**src/design/ngfm_pkg.sv**
```systemverilog
// shared constants, widths and control types for the note gain fade mixer
// no dependencies
package ngfm_pkg;

  localparam int SAMPLE_WIDTH = 16;
  localparam int MIX_WIDTH    = 24;

  localparam int REG_W     = 24;
  localparam int GAIN_W    = 16;
  localparam int IDX_W     = 2;
  localparam int FRAME_W   = 25;
  localparam int FRAC_BITS = 12;

  localparam logic [GAIN_W-1:0] UNITY_GAIN = GAIN_W'(4096);

  localparam logic [IDX_W-1:0] REG_NOTE_OFFSET = IDX_W'(0);
  localparam logic [IDX_W-1:0] REG_NOTE_LENGTH = IDX_W'(1);
  localparam logic [IDX_W-1:0] REG_GAIN        = IDX_W'(2);

  // decay start: floor(L*17/4) times ceil(2^30/5), shifted down by 30
  localparam int             LEN17_W      = REG_W + 5;
  localparam int             V_W          = REG_W + 3;
  localparam int             RECIP_W      = 28;
  localparam int             RECIP_SHIFT  = 30;
  localparam logic [RECIP_W-1:0] RECIP_5  = RECIP_W'(214748365);
  localparam int             START_PROD_W = V_W + RECIP_W;

  // magnitude times gain, fade length, quotient width of the fade division
  localparam int PROD_W   = SAMPLE_WIDTH + 15;
  localparam int DLEN_W   = 22;
  localparam int QUO_W    = SAMPLE_WIDTH + 3;
  localparam int SCALED_W = PROD_W + DLEN_W;
  localparam int STEP_W   = $clog2(QUO_W);
  localparam int SUM_W    = ((MIX_WIDTH > SAMPLE_WIDTH + 4) ? MIX_WIDTH : SAMPLE_WIDTH + 4) + 1;

  typedef struct packed {
    logic accept;
    logic mul;
    logic eval;
    logic scale;
    logic div_step;
    logic write_out;
  } cmd_t;

  typedef struct packed {
    logic past;
    logic decay;
    logic out_free;
  } status_t;

endpackage

```
**src/design/ngfm_ctrl.sv**
```systemverilog
// controller state machine: sequences multiply, evaluate, scale, divide, sum
// depends on ngfm_pkg
module ngfm_ctrl (
  input  logic              clk_i,
  input  logic              rst_ni,
  input  logic              in_valid_i,
  input  ngfm_pkg::status_t status_i,
  output logic              in_ready_o,
  output ngfm_pkg::cmd_t    cmd_o
);

  typedef enum logic [2:0] {
    ST_IDLE,
    ST_MUL,
    ST_EVAL,
    ST_SCALE,
    ST_DIV,
    ST_SUM
  } state_e;

  state_e                          state_q, state_d;
  logic [ngfm_pkg::STEP_W-1:0]     step_q, step_d;

  always_comb begin
    state_d    = state_q;
    step_d     = step_q;
    cmd_o      = '0;
    in_ready_o = (state_q == ST_IDLE);
    case (state_q)
      ST_IDLE: begin
        if (in_valid_i) begin
          cmd_o.accept = 1'b1;
          state_d      = ST_MUL;
        end
      end
      ST_MUL: begin
        cmd_o.mul = 1'b1;
        state_d   = ST_EVAL;
      end
      ST_EVAL: begin
        cmd_o.eval = 1'b1;
        if (status_i.past) begin
          state_d = ST_IDLE;
        end else if (status_i.decay) begin
          state_d = ST_SCALE;
        end else begin
          state_d = ST_SUM;
        end
      end
      ST_SCALE: begin
        cmd_o.scale = 1'b1;
        step_d      = ngfm_pkg::STEP_W'(ngfm_pkg::QUO_W - 1);
        state_d     = ST_DIV;
      end
      ST_DIV: begin
        cmd_o.div_step = 1'b1;
        if (step_q == '0) begin
          state_d = ST_SUM;
        end else begin
          step_d = step_q - 1'b1;
        end
      end
      ST_SUM: begin
        if (status_i.out_free) begin
          cmd_o.write_out = 1'b1;
          state_d         = ST_IDLE;
        end
      end
      default: begin
        state_d = ST_IDLE;
      end
    endcase
  end

  always_ff @(posedge clk_i or negedge rst_ni) begin
    if (!rst_ni) begin
      state_q <= ST_IDLE;
      step_q  <= '0;
    end else begin
      state_q <= state_d;
      step_q  <= step_d;
    end
  end

endmodule

```
**config.mk**
```make
export PLATFORM = sky130hd
export DESIGN_NAME = ngfm_ctrl
export DESIGN_NICKNAME = d
export VERILOG_FILES = /design/src/design/ngfm_pkg.sv /design/src/design/ngfm_ctrl.sv
export SDC_FILE = /design/constraint.sdc
export NUM_CORES = 1
export LEC_CHECK = 0
export ABC_CLOCK_PERIOD_IN_PS = 3700
export BUFFER_PORTS_ARGS = -buffer_cell sky130_fd_sc_hd__buf_2
export CAP_MARGIN = 20
export CELL_PAD_IN_SITES_DETAIL_PLACEMENT = 2
export CELL_PAD_IN_SITES_GLOBAL_PLACEMENT = 2
export CORE_UTILIZATION = 31
export CTS_CLUSTER_DIAMETER = 50
export DETAILED_ROUTE_END_ITERATION = 7
export PLACE_DENSITY_LB_ADDON = 0.1
export SLEW_MARGIN = 20
export SYNTH_ARGS = -nofsm -noshare
export SYNTH_HDL_FRONTEND = slang
export SYNTH_SLANG_ARGS = --single-unit
```
**constraint.sdc**
```tcl
create_clock -name clk_i -period 3.7 [get_ports clk_i]
set_input_delay 0.555 -clock clk_i [delete_from_list [all_inputs] [get_ports clk_i]]
set_output_delay 0.555 -clock clk_i [all_outputs]
set_load 0.05 [all_outputs]
```
# == Word level (Yosys, flattened, before mapping) ==
# Index checks and enable logic that the tools add are counted.
# classes
add_sub_neg,1
n_eq_ne,9
muxes,16
reduce_logical,5
# ops
op,n
3-bit case mux with 6 select lines,1
3-bit two-way mux,5
5-bit case mux with 2 select lines,1
1-bit two-way mux,8
"2-bit != test, second input constant",4
"3-bit by 2-bit == test with 1-bit output, second input constant",2
"3-bit == test, second input constant",2
5-bit zero test,1
5-bit two-way mux,1
"5-bit by 1-bit subtractor with 5-bit output, second input constant",1
"3-bit by 1-bit == test with 1-bit output, second input constant",1
3-bit zero test,1
3-bit AND reduction,1
2-bit AND reduction,1
2-bit nonzero test,1
# totals
ff_bits,8
inputBits,6
output_inout_bits,7
elab_cells,33

# == Depth between registers and ports, before layout ==
# Gate-level depths: netlist (run 1).
# logic_depth
depth_word,3
ltp_mapped,5
ltp_nobuf,5

# == Worst setup path after synthesis (run 1) ==
# Ideal clock, no wire load.
# synth_path
kind,register to output
from,register state_q[1]
to,output port cmd_o[5] (netlist bit)
arrival_ns,2.239
required_time_ns,3.145
setup_slack_ns,0.906
stages_incl_launch_ff,4
n_path_buf,1
path_cell_list,dfrtp_1 > buf_2 > nor3_1 > and2_1
# synth_rtl
item,line,rtl
from (decl),ngfm_ctrl.sv:21,"state_e state_q, state_d;"
from (signal assigned),ngfm_ctrl.sv:80,state_q <= state_d;
to (decl),ngfm_ctrl.sv:9,output ngfm_pkg::cmd_t cmd_o

==> results.toml, run 1 <==
[worst_setup_path]
crit_family = "flip-flops"
cp_data_arrival_time_ns = 1.46
required_ns = 3.14
r2r_setup_slack_ns = 2.21
worst_path_largest_cell_delay_ns = 0.50
slowest_stage = "dfrtp_1"
critPathKind = "flop to output port"
cp_max_fo = 12
startpoint_type = "flop"
cp.buffers_inverters = 1
crit_path_cell_trace = "nor3_1 > and2_1 > buf_2"
end_kind = "output port"

[power]
fin_total_pwr_uw = 655
power_density_mw_per_mm2 = 1060
p_leak_uw = 0.000301
peakVddDrop_v = 0.000427

[cells_and_area]
multiInputGateArea_um2 = 292
stdcell_count = 89
drive_gt1_share_pct = 24.7
antennaDiodeCount = 0
fin_util_pct = 39.8
fill_cells = 192
fin_area_um2 = 621
syn2layout_area_growth_pct = 15.1
register_area_um2 = 200
final_nets = 82

[synthesis]
postSynthAreaPerCell_um2 = 8.84
synth_fa_ha_area_share_pct = 2.32
synth_top_family_by_area = "simple AND/OR/NAND/NOR gates"
muxShareOfSynthArea_pct = 1.86
synth_compound_area_share_pct = 20.4
synth_top_cells_by_area = "dfrtp_1 37%, inv_1 4.9%, nand2b_1 4.6%"
synth_area_um2 = 539
yosys.area_share.simple_pct = 29.5
synth_top_area_share_pct = 37.1
ys_types = 29
yosysSeqAreaShare_pct = 37.1
ys_ff_latch = 8
synthXorXnorAreaFrac_pct = 0
ys_warn_count = 0
syn_nets = 68
netlist_instances = 61
synth_top_area_cell = "dfrtp_1"

[sta]
final.min_clock_period_ns = 2.01
fmax_mhz = 498
setup_viol = 0
tightest_slew_ns = 0.478
fin_worst_skew_ns = 0.00445
finalCritPeriodShare_pct = 54.3
final_hold_viol_count = 0
slew_violations = 0
relSlewSlack_pct = 68.0
rsz0062_at_grt = "false"
tns_ns = 0

[routing]
antenna_left = 0
drt-total-wl_mm = 1.30
dr_total_vias = 487
wl_per_cell_um = 14.7
drc = 0
drt_iter0_markers = 6
firstDrtPassIters = 2
drt-vias-per-instance = 5.47

[run]
cap_viol_max_count = 0

[cts]
clkTransAtPathRegs_ns = 0.05
cts_buffer_depth = 2
postCtsHoldBufs = 0
ctsResizeCount = 0
cts_buffers = 3
htreeDepth = 1
clock_sinks = 8
cts_setup_buffers = 0
cts_tree = "yes"
clk_latency_ns = 0.25
root_buffer = "clkbuf_4"

[global_route]
grt_use_total_pct = 16.8
antenna_found_initial = 0
gr-total-overflow = 0
grt_max_degree = 14
grt_pass1_wl_mm = 2.37
grt_pass1_vias = 512

[placement]
place_area_um2 = 598
io_buffers = 12
gp_congestion = 0.767
dpl.cell_count = 86
detailed_place_hpwl_mm = 1.04

[floorplan]
die_w_um = 43.7
start_util_pct = 34.6
die_area_mm2 = 0.00191
die_h_um = 43.7
ioPinCount = 13
coreArea_mm2 = 0.00156
num_rows = 14

[min_path]
hp-class = "input port to asynchronous set/reset pin"

[status]
status = "finished, final reports clean"
[worst paths after layout]
kind,from,to,cells past startpoint
worst max-delay path,state_q[1],cmd_o[5],3
worst min-delay path,rst_ni,step_q[2],1
worst max register to register,step_q[0],step_q[0],5
worst min register to register,step_q[1],step_q[1],2
max in group asynchronous,rst_ni,step_q[1],1
min in group clk_i,status_i[0],state_q[0],2
[per-stage QoR]
| stage | hold WS [ns] | setup slack, ns |
|---|---|---|
| finish | 0.144 | 1.69 |
| global route | 0.148 | 1.56 |
| CTS | 0.141 | 1.67 |
| detailed placement | 0.412 | 1.94 |
| global placement | 0.411 | 1.97 |
| floorplan | 0.259 | 0.906 |
[layout make-up]
class | instances | share of cell area (%)
repair buffers | 12 | 9.68
clock buffers | 3 | 3.63
inverters | 7 | 4.23
multi-input cells | 43 | 47.0
well taps | 16 | 3.23
flip-flops and latches | 8 | 32.3
[cells in the final DEF, fill, tap and decap left out]
cell,netlist,layout
o32ai_1,1,1
nor2_2,1,1
or2_1,1,1
o21ai_1,2,2
or3b_1,1,1
or2_0,1,1
nor4b_1,1,1
o21ai_0,3,3
ha_1,1,1
nand3_1,2,2
a21oi_1,3,3
nor2b_1,1,1
and2_1,1,1
inv_1,7,7
clkbuf_4,0,3
nand3b_1,1,1
nor4b_4,1,1
o311a_1,1,1
nand2_1,5,5
buf_2,2,12
nor2_1,4,4
mux2i_1,1,1
o311ai_1,2,2
nor3_1,2,2
nand2b_1,4,4
o41ai_2,1,1
o41ai_1,1,1
a31o_1,1,1
dfrtp_1,8,8
[cell families after synthesis]
logic type,after synthesis
AOI/OAI and AO/OA,15
adders and majority gates,1
buffers and inverters,10
DFF,8
muxes,1
and+or+nand+nor,26
[layer usage]
metal | GRT usage (%) | wire (µm)
met5 | 0 | 0
met4 | 3.75 | 0
met3 | 5.00 | 36
met2 | 24.8 | 592
met1 | 24.2 | 675
[power by group]
part / leakage (µW) / internal (µW) / switching, µW
sequential: 0.0000972 / 131 / 84.9
clock: 0.0000138 / 37.0 / 27.6
combinational: 0.000190 / 128 / 247
[cells in the mapped netlist]
master	count
inv_1	7
nor4b_1	1
or2_1	1
o311ai_1	2
dfrtp_1	8
a31o_1	1
or2_0	1
mux2i_1	1
buf_6	1
o32ai_1	1
and2_1	1
o21ai_1	2
o311a_1	1
nand3_1	2
nand2_1	5
nor2_2	1
o41ai_2	1
nor4b_4	1
or3b_1	1
nor2_1	4
nor2b_1	1
nor3_1	2
ha_1	1
o21ai_0	3
buf_2	2
nand3b_1	1
a21oi_1	3
o41ai_1	1
nand2b_1	4
[state kept, by name, summed over array words and instances, names as in the netlist]
| name | count |
|---|---|
| state_q | 3 |
| step_q | 5 |
(Power assumes the default switching activity.)
==> inputs of run 2 (changes only) <==
--- a/config.mk
+++ b/config.mk
@@ -5,12 +5,13 @@
 export SDC_FILE = /design/constraint.sdc
 export NUM_CORES = 1
 export LEC_CHECK = 0
-export ABC_CLOCK_PERIOD_IN_PS = 3700
+export ABC_AREA = 1
+export ABC_CLOCK_PERIOD_IN_PS = 1700
 export BUFFER_PORTS_ARGS = -buffer_cell sky130_fd_sc_hd__buf_2
 export CAP_MARGIN = 20
 export CELL_PAD_IN_SITES_DETAIL_PLACEMENT = 2
 export CELL_PAD_IN_SITES_GLOBAL_PLACEMENT = 2
-export CORE_UTILIZATION = 31
+export CORE_UTILIZATION = 24
 export CTS_CLUSTER_DIAMETER = 50
 export DETAILED_ROUTE_END_ITERATION = 7
 export PLACE_DENSITY_LB_ADDON = 0.1
==> constraint.sdc (replaced) <==
create_clock -name clk_i -period 1.7 [get_ports clk_i]
set_input_delay 0.255 -clock clk_i [delete_from_list [all_inputs] [get_ports clk_i]]
set_output_delay 0.255 -clock clk_i [all_outputs]
set_load 0.05 [all_outputs]
==> run 2 against run 1 <==
  * Final cell count increased by 34%
  * Global-route usage decreased by 1.7 points
  * Register-to-register slack got worse by 1.8 ns
  * Clock-buffer cell count unchanged
  * Power increased by 120%
  * Critical path type unchanged
  * Highest routed layer is now met4
==> results.toml, run 2 <==
[status]
status = "finished, final reports clean"

[synthesis]
ys_ff_latch = 8
yosysMostFrequentCell = "nand2_1"
postSynthAreaPerCell_um2 = 7.21
synth_top_cells_by_area = "dfrtp_1 37%, nand2_1 9.6%, inv_1 8.2%"
synth_area_um2 = 548
syn_nets = 83
synth_enable_flop_cells = 0
yosysSeqAreaShare_pct = 36.5
synth_top_flop_cell = "dfrtp_1"
synth_top_area_cell = "dfrtp_1"
ys_types = 17
synthTopCellsByCount = "14 x nand2_1, 12 x inv_1, 11 x nor2_1, 8 x dfrtp_1, 7 x nand3_1"
ys_async_sr_fraction_pct = 100
netlist_instances = 76
synth_top_area_share_pct = 36.5
ys_warn_count = 0

[cells_and_area]
antennaDiodeCount = 0
largest_register_ffs = 5
multiInputGateArea_um2 = 280
mostFrequentLayoutCells = "14 x nand2_1, 12 x inv_1, 11 x nor2_1, 11 x buf_2, 8 x dfrtp_1"
register_area_um2 = 200
reg_top3 = "step_q: 5 flops, state_q: 3 flops"
final_nets = 101
regMostFlops = "step_q"
final_common_cell = "nand2_1"
drive_gt1_share_pct = 35.9
fill_cells = 266
syn2layout_area_growth_pct = 23.5

[global_route]
grt_pass1_vias = 574
met1_usage_pct = 19.0
grt_pass1_wl_mm = 2.73
grt_max_degree = 9
grt_use_total_pct = 15.1
antenna_found_initial = 0
use_met2_pct = 24.8
met3_usage_pct = 1.85
busiest_layer = "met2"
gr-total-overflow = 0

[placement]
detailed_place_hpwl_mm = 1.26
io_buffers = 12
gp_congestion = 0.771

[floorplan]
start_util_pct = 26.6
ioPinCount = 13
die_area_mm2 = 0.00248
die_h_um = 49.8
die_w_um = 49.8
num_rows = 16
coreArea_mm2 = 0.00206

[worst_setup_path]
crit_family = "buffers and inverters"
crit_path_cell_trace = "inv_2 > nand3_2 > inv_1 > clkbuf_4"
cp.buffers_inverters = 3
slowest_stage = "dfrtp_1"
worst_path_largest_cell_delay_ns = 0.43
end_kind = "output port"
required_ns = 1.44
critPathKind = "flop to output port"
cp_max_fo = 5
startpoint_type = "flop"
cp_data_arrival_time_ns = 1.36

[routing]
drt_iter0_markers = 2
drt-vias-per-instance = 4.48
dr_total_vias = 533
drc = 0
antenna_left = 0
wl_per_cell_um = 12.8
drt-total-wl_mm = 1.52
firstDrtPassIters = 2

[sta]
tightest_slew_ns = 0.254
tns_ns = 0
final.min_clock_period_ns = 1.62
final_hold_viol_count = 0
setup_viol = 0
finalCritPeriodShare_pct = 95.1
slew_violations = 0
fin_worst_skew_ns = 0.00473
rsz0062_at_grt = "false"
relSlewSlack_pct = 83.2
fmax_mhz = 618

[cts]
htreeDepth = 1
clkTransAtPathRegs_ns = 0.06
clk_latency_ns = 0.26
cts_buffer_depth = 2
cts_buffers = 3
clock_sinks = 8
cts_tree = "yes"
root_buffer = "clkbuf_4"
cts_setup_buffers = 0

[power]
power_density_mw_per_mm2 = 2080
fin_total_pwr_uw = 1410
peakVddDrop_v = 0.000635
p_leak_uw = 0.000381

[run]
cap_viol_max_count = 0

[min_path]
hp-class = "input port to flop"
## run 2: cell count changes after synthesis, sizes merged, moves of 3 or more
| cell | before | now |
|---|---|---|
| nand3 | 2 | 8 |
| nor2 | 5 | 17 |
| a21oi | 3 | 0 |
| nand2 | 5 | 17 |
| inv | 7 | 18 |
| buf | 3 | 0 |
| nand2b | 4 | 0 |
## run 2: cells by family (layout without fill, tap and decap cells)
logic type,count (synthesis),count (layout),share of synthesized area (%)
and+or+nand+nor,43,43,40.4
xor gates and xnor gates,1,1,1.60
adders and majority gates,1,1,2.28
buffers and inverters,18,34,12.3
DFF,8,8,36.5
AOI/OAI and AO/OA,5,5,6.85
## run 2: routing by layer
metal | vias to the layer above | share of wire (%)
li1 | 262 | -
met1 | 260 | 48
met2 | 9 | 49
met3 | 2 | 1.9
met4 | 0 | 1.3
met5 | - | 0
## run 2: layout make-up
cell class | instances | area share [%]
multi-input cells | 50 | 41.4
flip-flops and latches | 8 | 29.6
repair buffers | 13 | 10.7
inverters | 18 | 9.98
well taps | 27 | 4.99
clock buffers | 3 | 3.33
## run 2: timing repair
item / 4_1_cts / 5_1_grt
endpoints found under the setup margin: 0 / 1
gates resized for setup: 0 / 1
hold endpoints to repair: 8 / 0
hold buffers: 1 / 0
## run 2: worst register-to-register path: stages, from the launching register on
cell and delay [ns]:
dfrtp_1 0.37, inv_2 0.09, ha_1 0.23, nand3_1 0.14
nand2_4 0.15, inv_2 0.06, nor2_2 0.09, o21ai_2 0.06
## run 2: per-stage QoR
step | instances | hold slack [ns] | setup slack (ns) | area (µm²) | utilization [%]
detailed placement | 115 | 0.125 | 0.339 | 642 | 31.1
CTS | 119 | 0.266 | 0.0520 | 674 | 32.7
global placement | 115 | 0.118 | 0.389 | 642 | 31.1
finish | 119 | 0.272 | 0.0825 | 677 | 32.8
floorplan | 76 | -0.0406 | 0.144 | 548 | -
global route | 119 | 0.315 | 0.00512 | 677 | 32.8
## run 2: worst paths after layout
check | from | end | slack (ns) | cells after the start
max | state_q[2] | cmd_o[2] | 0.08 | 4
min | status_i[0] | state_q[0] | 0.27 | 4
max reg2reg | step_q[0] | state_q[2] | 0.40 | 7
min reg2reg | step_q[1] | step_q[1] | 0.53 | 2
max in group asynchronous | rst_ni | state_q[1] | 1.13 | 2
min in group asynchronous | rst_ni | step_q[3] | 0.38 | 2
## run 2: power by group
| part | switching, µW | internal [µW] | leakage, µW |
|---|---|---|---|
| Sequential | 94.4 | 275 | 0.0000990 |
| Clock | 73.3 | 81.4 | 0.0000138 |
| Combinational | 619 | 266 | 0.000268 |
==> inputs of run 3 (changes only) <==
--- a/config.mk
+++ b/config.mk
@@ -14,7 +14,7 @@
 export CORE_UTILIZATION = 24
 export CTS_CLUSTER_DIAMETER = 50
 export DETAILED_ROUTE_END_ITERATION = 7
-export PLACE_DENSITY_LB_ADDON = 0.1
+export PLACE_DENSITY = 0.75
 export SLEW_MARGIN = 20
 export SYNTH_ARGS = -nofsm -noshare
 export SYNTH_HDL_FRONTEND = slang
==> run 3 against run 2 <==
  * Core utilization is the same
  * Routed wire length shrank 2.4%
  * Combinational power shrank 0.5%
  * Clock-buffer cell count is the same
==> results.toml, run 3 (synthesis gave the netlist of run 2 again) <==
[sta]
rsz0062_at_grt = "true"
hold_slack_ns = 0.263
relSlewSlack_pct = 83.3
finalCritPeriodShare_pct = 96.2
tightest_slew_ns = 0.253
fmax_mhz = 611
slew_violations = 0
final_hold_viol_count = 0
setup_viol = 0
final.min_clock_period_ns = 1.64
worst_slack_ns = 0.0640
fin_worst_skew_ns = 0.00343

[placement]
pre_cts_ws_ns = 0.302
gp_congestion = 0.690
detailed_place_hpwl_mm = 1.18
io_buffers = 12
dpl.cell_count = 115

[cells_and_area]
syn2layout_area_growth_pct = 23.5
final_common_cell = "nand2_1"
antennaDiodeCount = 0
mostFrequentLayoutCells = "14 x nand2_1, 12 x inv_1, 11 x nor2_1, 11 x buf_2, 8 x dfrtp_1"
fill_cells = 266
reg_top3 = "step_q: 5 flops, state_q: 3 flops"
regMostFlops = "step_q"
final_nets = 101
stdcell_count = 119
largest_register_ffs = 5
drive_gt1_share_pct = 35.9

[worst_setup_path]
r2r_setup_slack_ns = 0.41
required_ns = 1.44
startpoint_type = "flop"
cp_data_arrival_time_ns = 1.38
rr_endpoint = "state_q[2]"
startpoint = "state_q[2]"
reg2reg_from = "step_q[0]"
rr_worst_depth = 7
crit_path_end = "cmd_o[2]"
cp_max_fo = 5
critPathKind = "flop to output port"
end_kind = "output port"

[cts]
cts_buffer_depth = 2
cts_tree = "yes"
cts_buffers = 3
clk_latency_ns = 0.27
clock_sinks = 8
root_buffer = "clkbuf_4"
clkTransAtPathRegs_ns = 0.06
cts_setup_buffers = 0
htreeDepth = 1

[global_route]
grt_max_degree = 9
antenna_found_initial = 0
grt_pass1_vias = 591
grt_use_total_pct = 14.4
grt_pass1_wl_mm = 2.61
gr-total-overflow = 0

[run]
cap_viol_max_count = 0

[routing]
drt_iter0_markers = 3
antenna_left = 0
firstDrtPassIters = 2
dr_total_vias = 539
wl_per_cell_um = 12.4
drt-total-wl_mm = 1.48
drc = 0
drt-vias-per-instance = 4.53

[floorplan]
die_area_mm2 = 0.00248
start_util_pct = 26.6
coreArea_mm2 = 0.00206
ioPinCount = 13
die_h_um = 49.8
die_w_um = 49.8
num_rows = 16

[power]
peakVddDrop_v = 0.000642
power_density_mw_per_mm2 = 2090
p_leak_uw = 0.000382

[status]
status = "finished, final reports clean"

[min_path]
hp-class = "input port to flop"
## run 3: critical path, cell delays in order (launching register included)
cell	delay (ns)
dfrtp_1	0.44
inv_2	0.15
nand3_2	0.17
inv_1	0.14
buf_4	0.21
## run 3: how the worst min path moves through the flow
stage / start / to / slack (ns) / depth (start not counted)
finish: status_i[1] / state_q[1] / 0.26 / 3
global route: status_i[1] / state_q[1] / 0.27 / 3
CTS: status_i[1] / state_q[1] / 0.26 / 3
detailed placement: rst_ni / step_q[4] / 0.11 / 1
global placement: rst_ni / step_q[2] / 0.12 / 1
floorplan: rst_ni / state_q[0] / -0.04 / 0
## run 3: per-stage QoR
step	power (µW)	area, µm²	setup TNS (ns)	util, %
6_report	1410	677	0	32.8
5_1_grt	1530	677	-0.00459	32.8
4_1_cts	1430	677	0	32.8
3_5_place_dp	1260	642	0	31.1
3_3_place_gp	1230	642	0	31.1
2_1_floorplan	1060	548	0	-
## run 3: routing by layer
metal | up-vias | global-route usage (%) | part of all wire (%)
met2 | 13 | 21.8 | 45
met1 | 260 | 18.6 | 49
li1 | 261 | - | -
met4 | 0 | 8.57 | 2.6
met3 | 5 | 2.78 | 3.1
met5 | - | 0 | 0
## run 3: power breakdown
part	internal [µW]	leakage, µW	switching (µW)	total, µW
logic	265	0.000269	616	881
clock network	81.7	0.0000138	78.2	160
registers	275	0.0000990	95.1	370
total	622	0.000382	789	1410
## run 3: final cells by class
| class | count | area, µm² | share of cell area [%] |
|---|---|---|---|
| inverter | 18 | 67.6 | 9.98 |
| multi-input combinational | 50 | 280 | 41.4 |
| timing repair buffer | 13 | 72.6 | 10.7 |
| clock buffer | 3 | 22.5 | 3.33 |
| tap | 27 | 33.8 | 4.99 |
| sequential | 8 | 200 | 29.6 |
## run 3: what timing repair did
item                                    in CTS  in global routing
hold buffers                                 1                  0
endpoints found under the setup margin       1                  1
resized for setup                            1                  0
endpoints found under the hold margin        8                  0
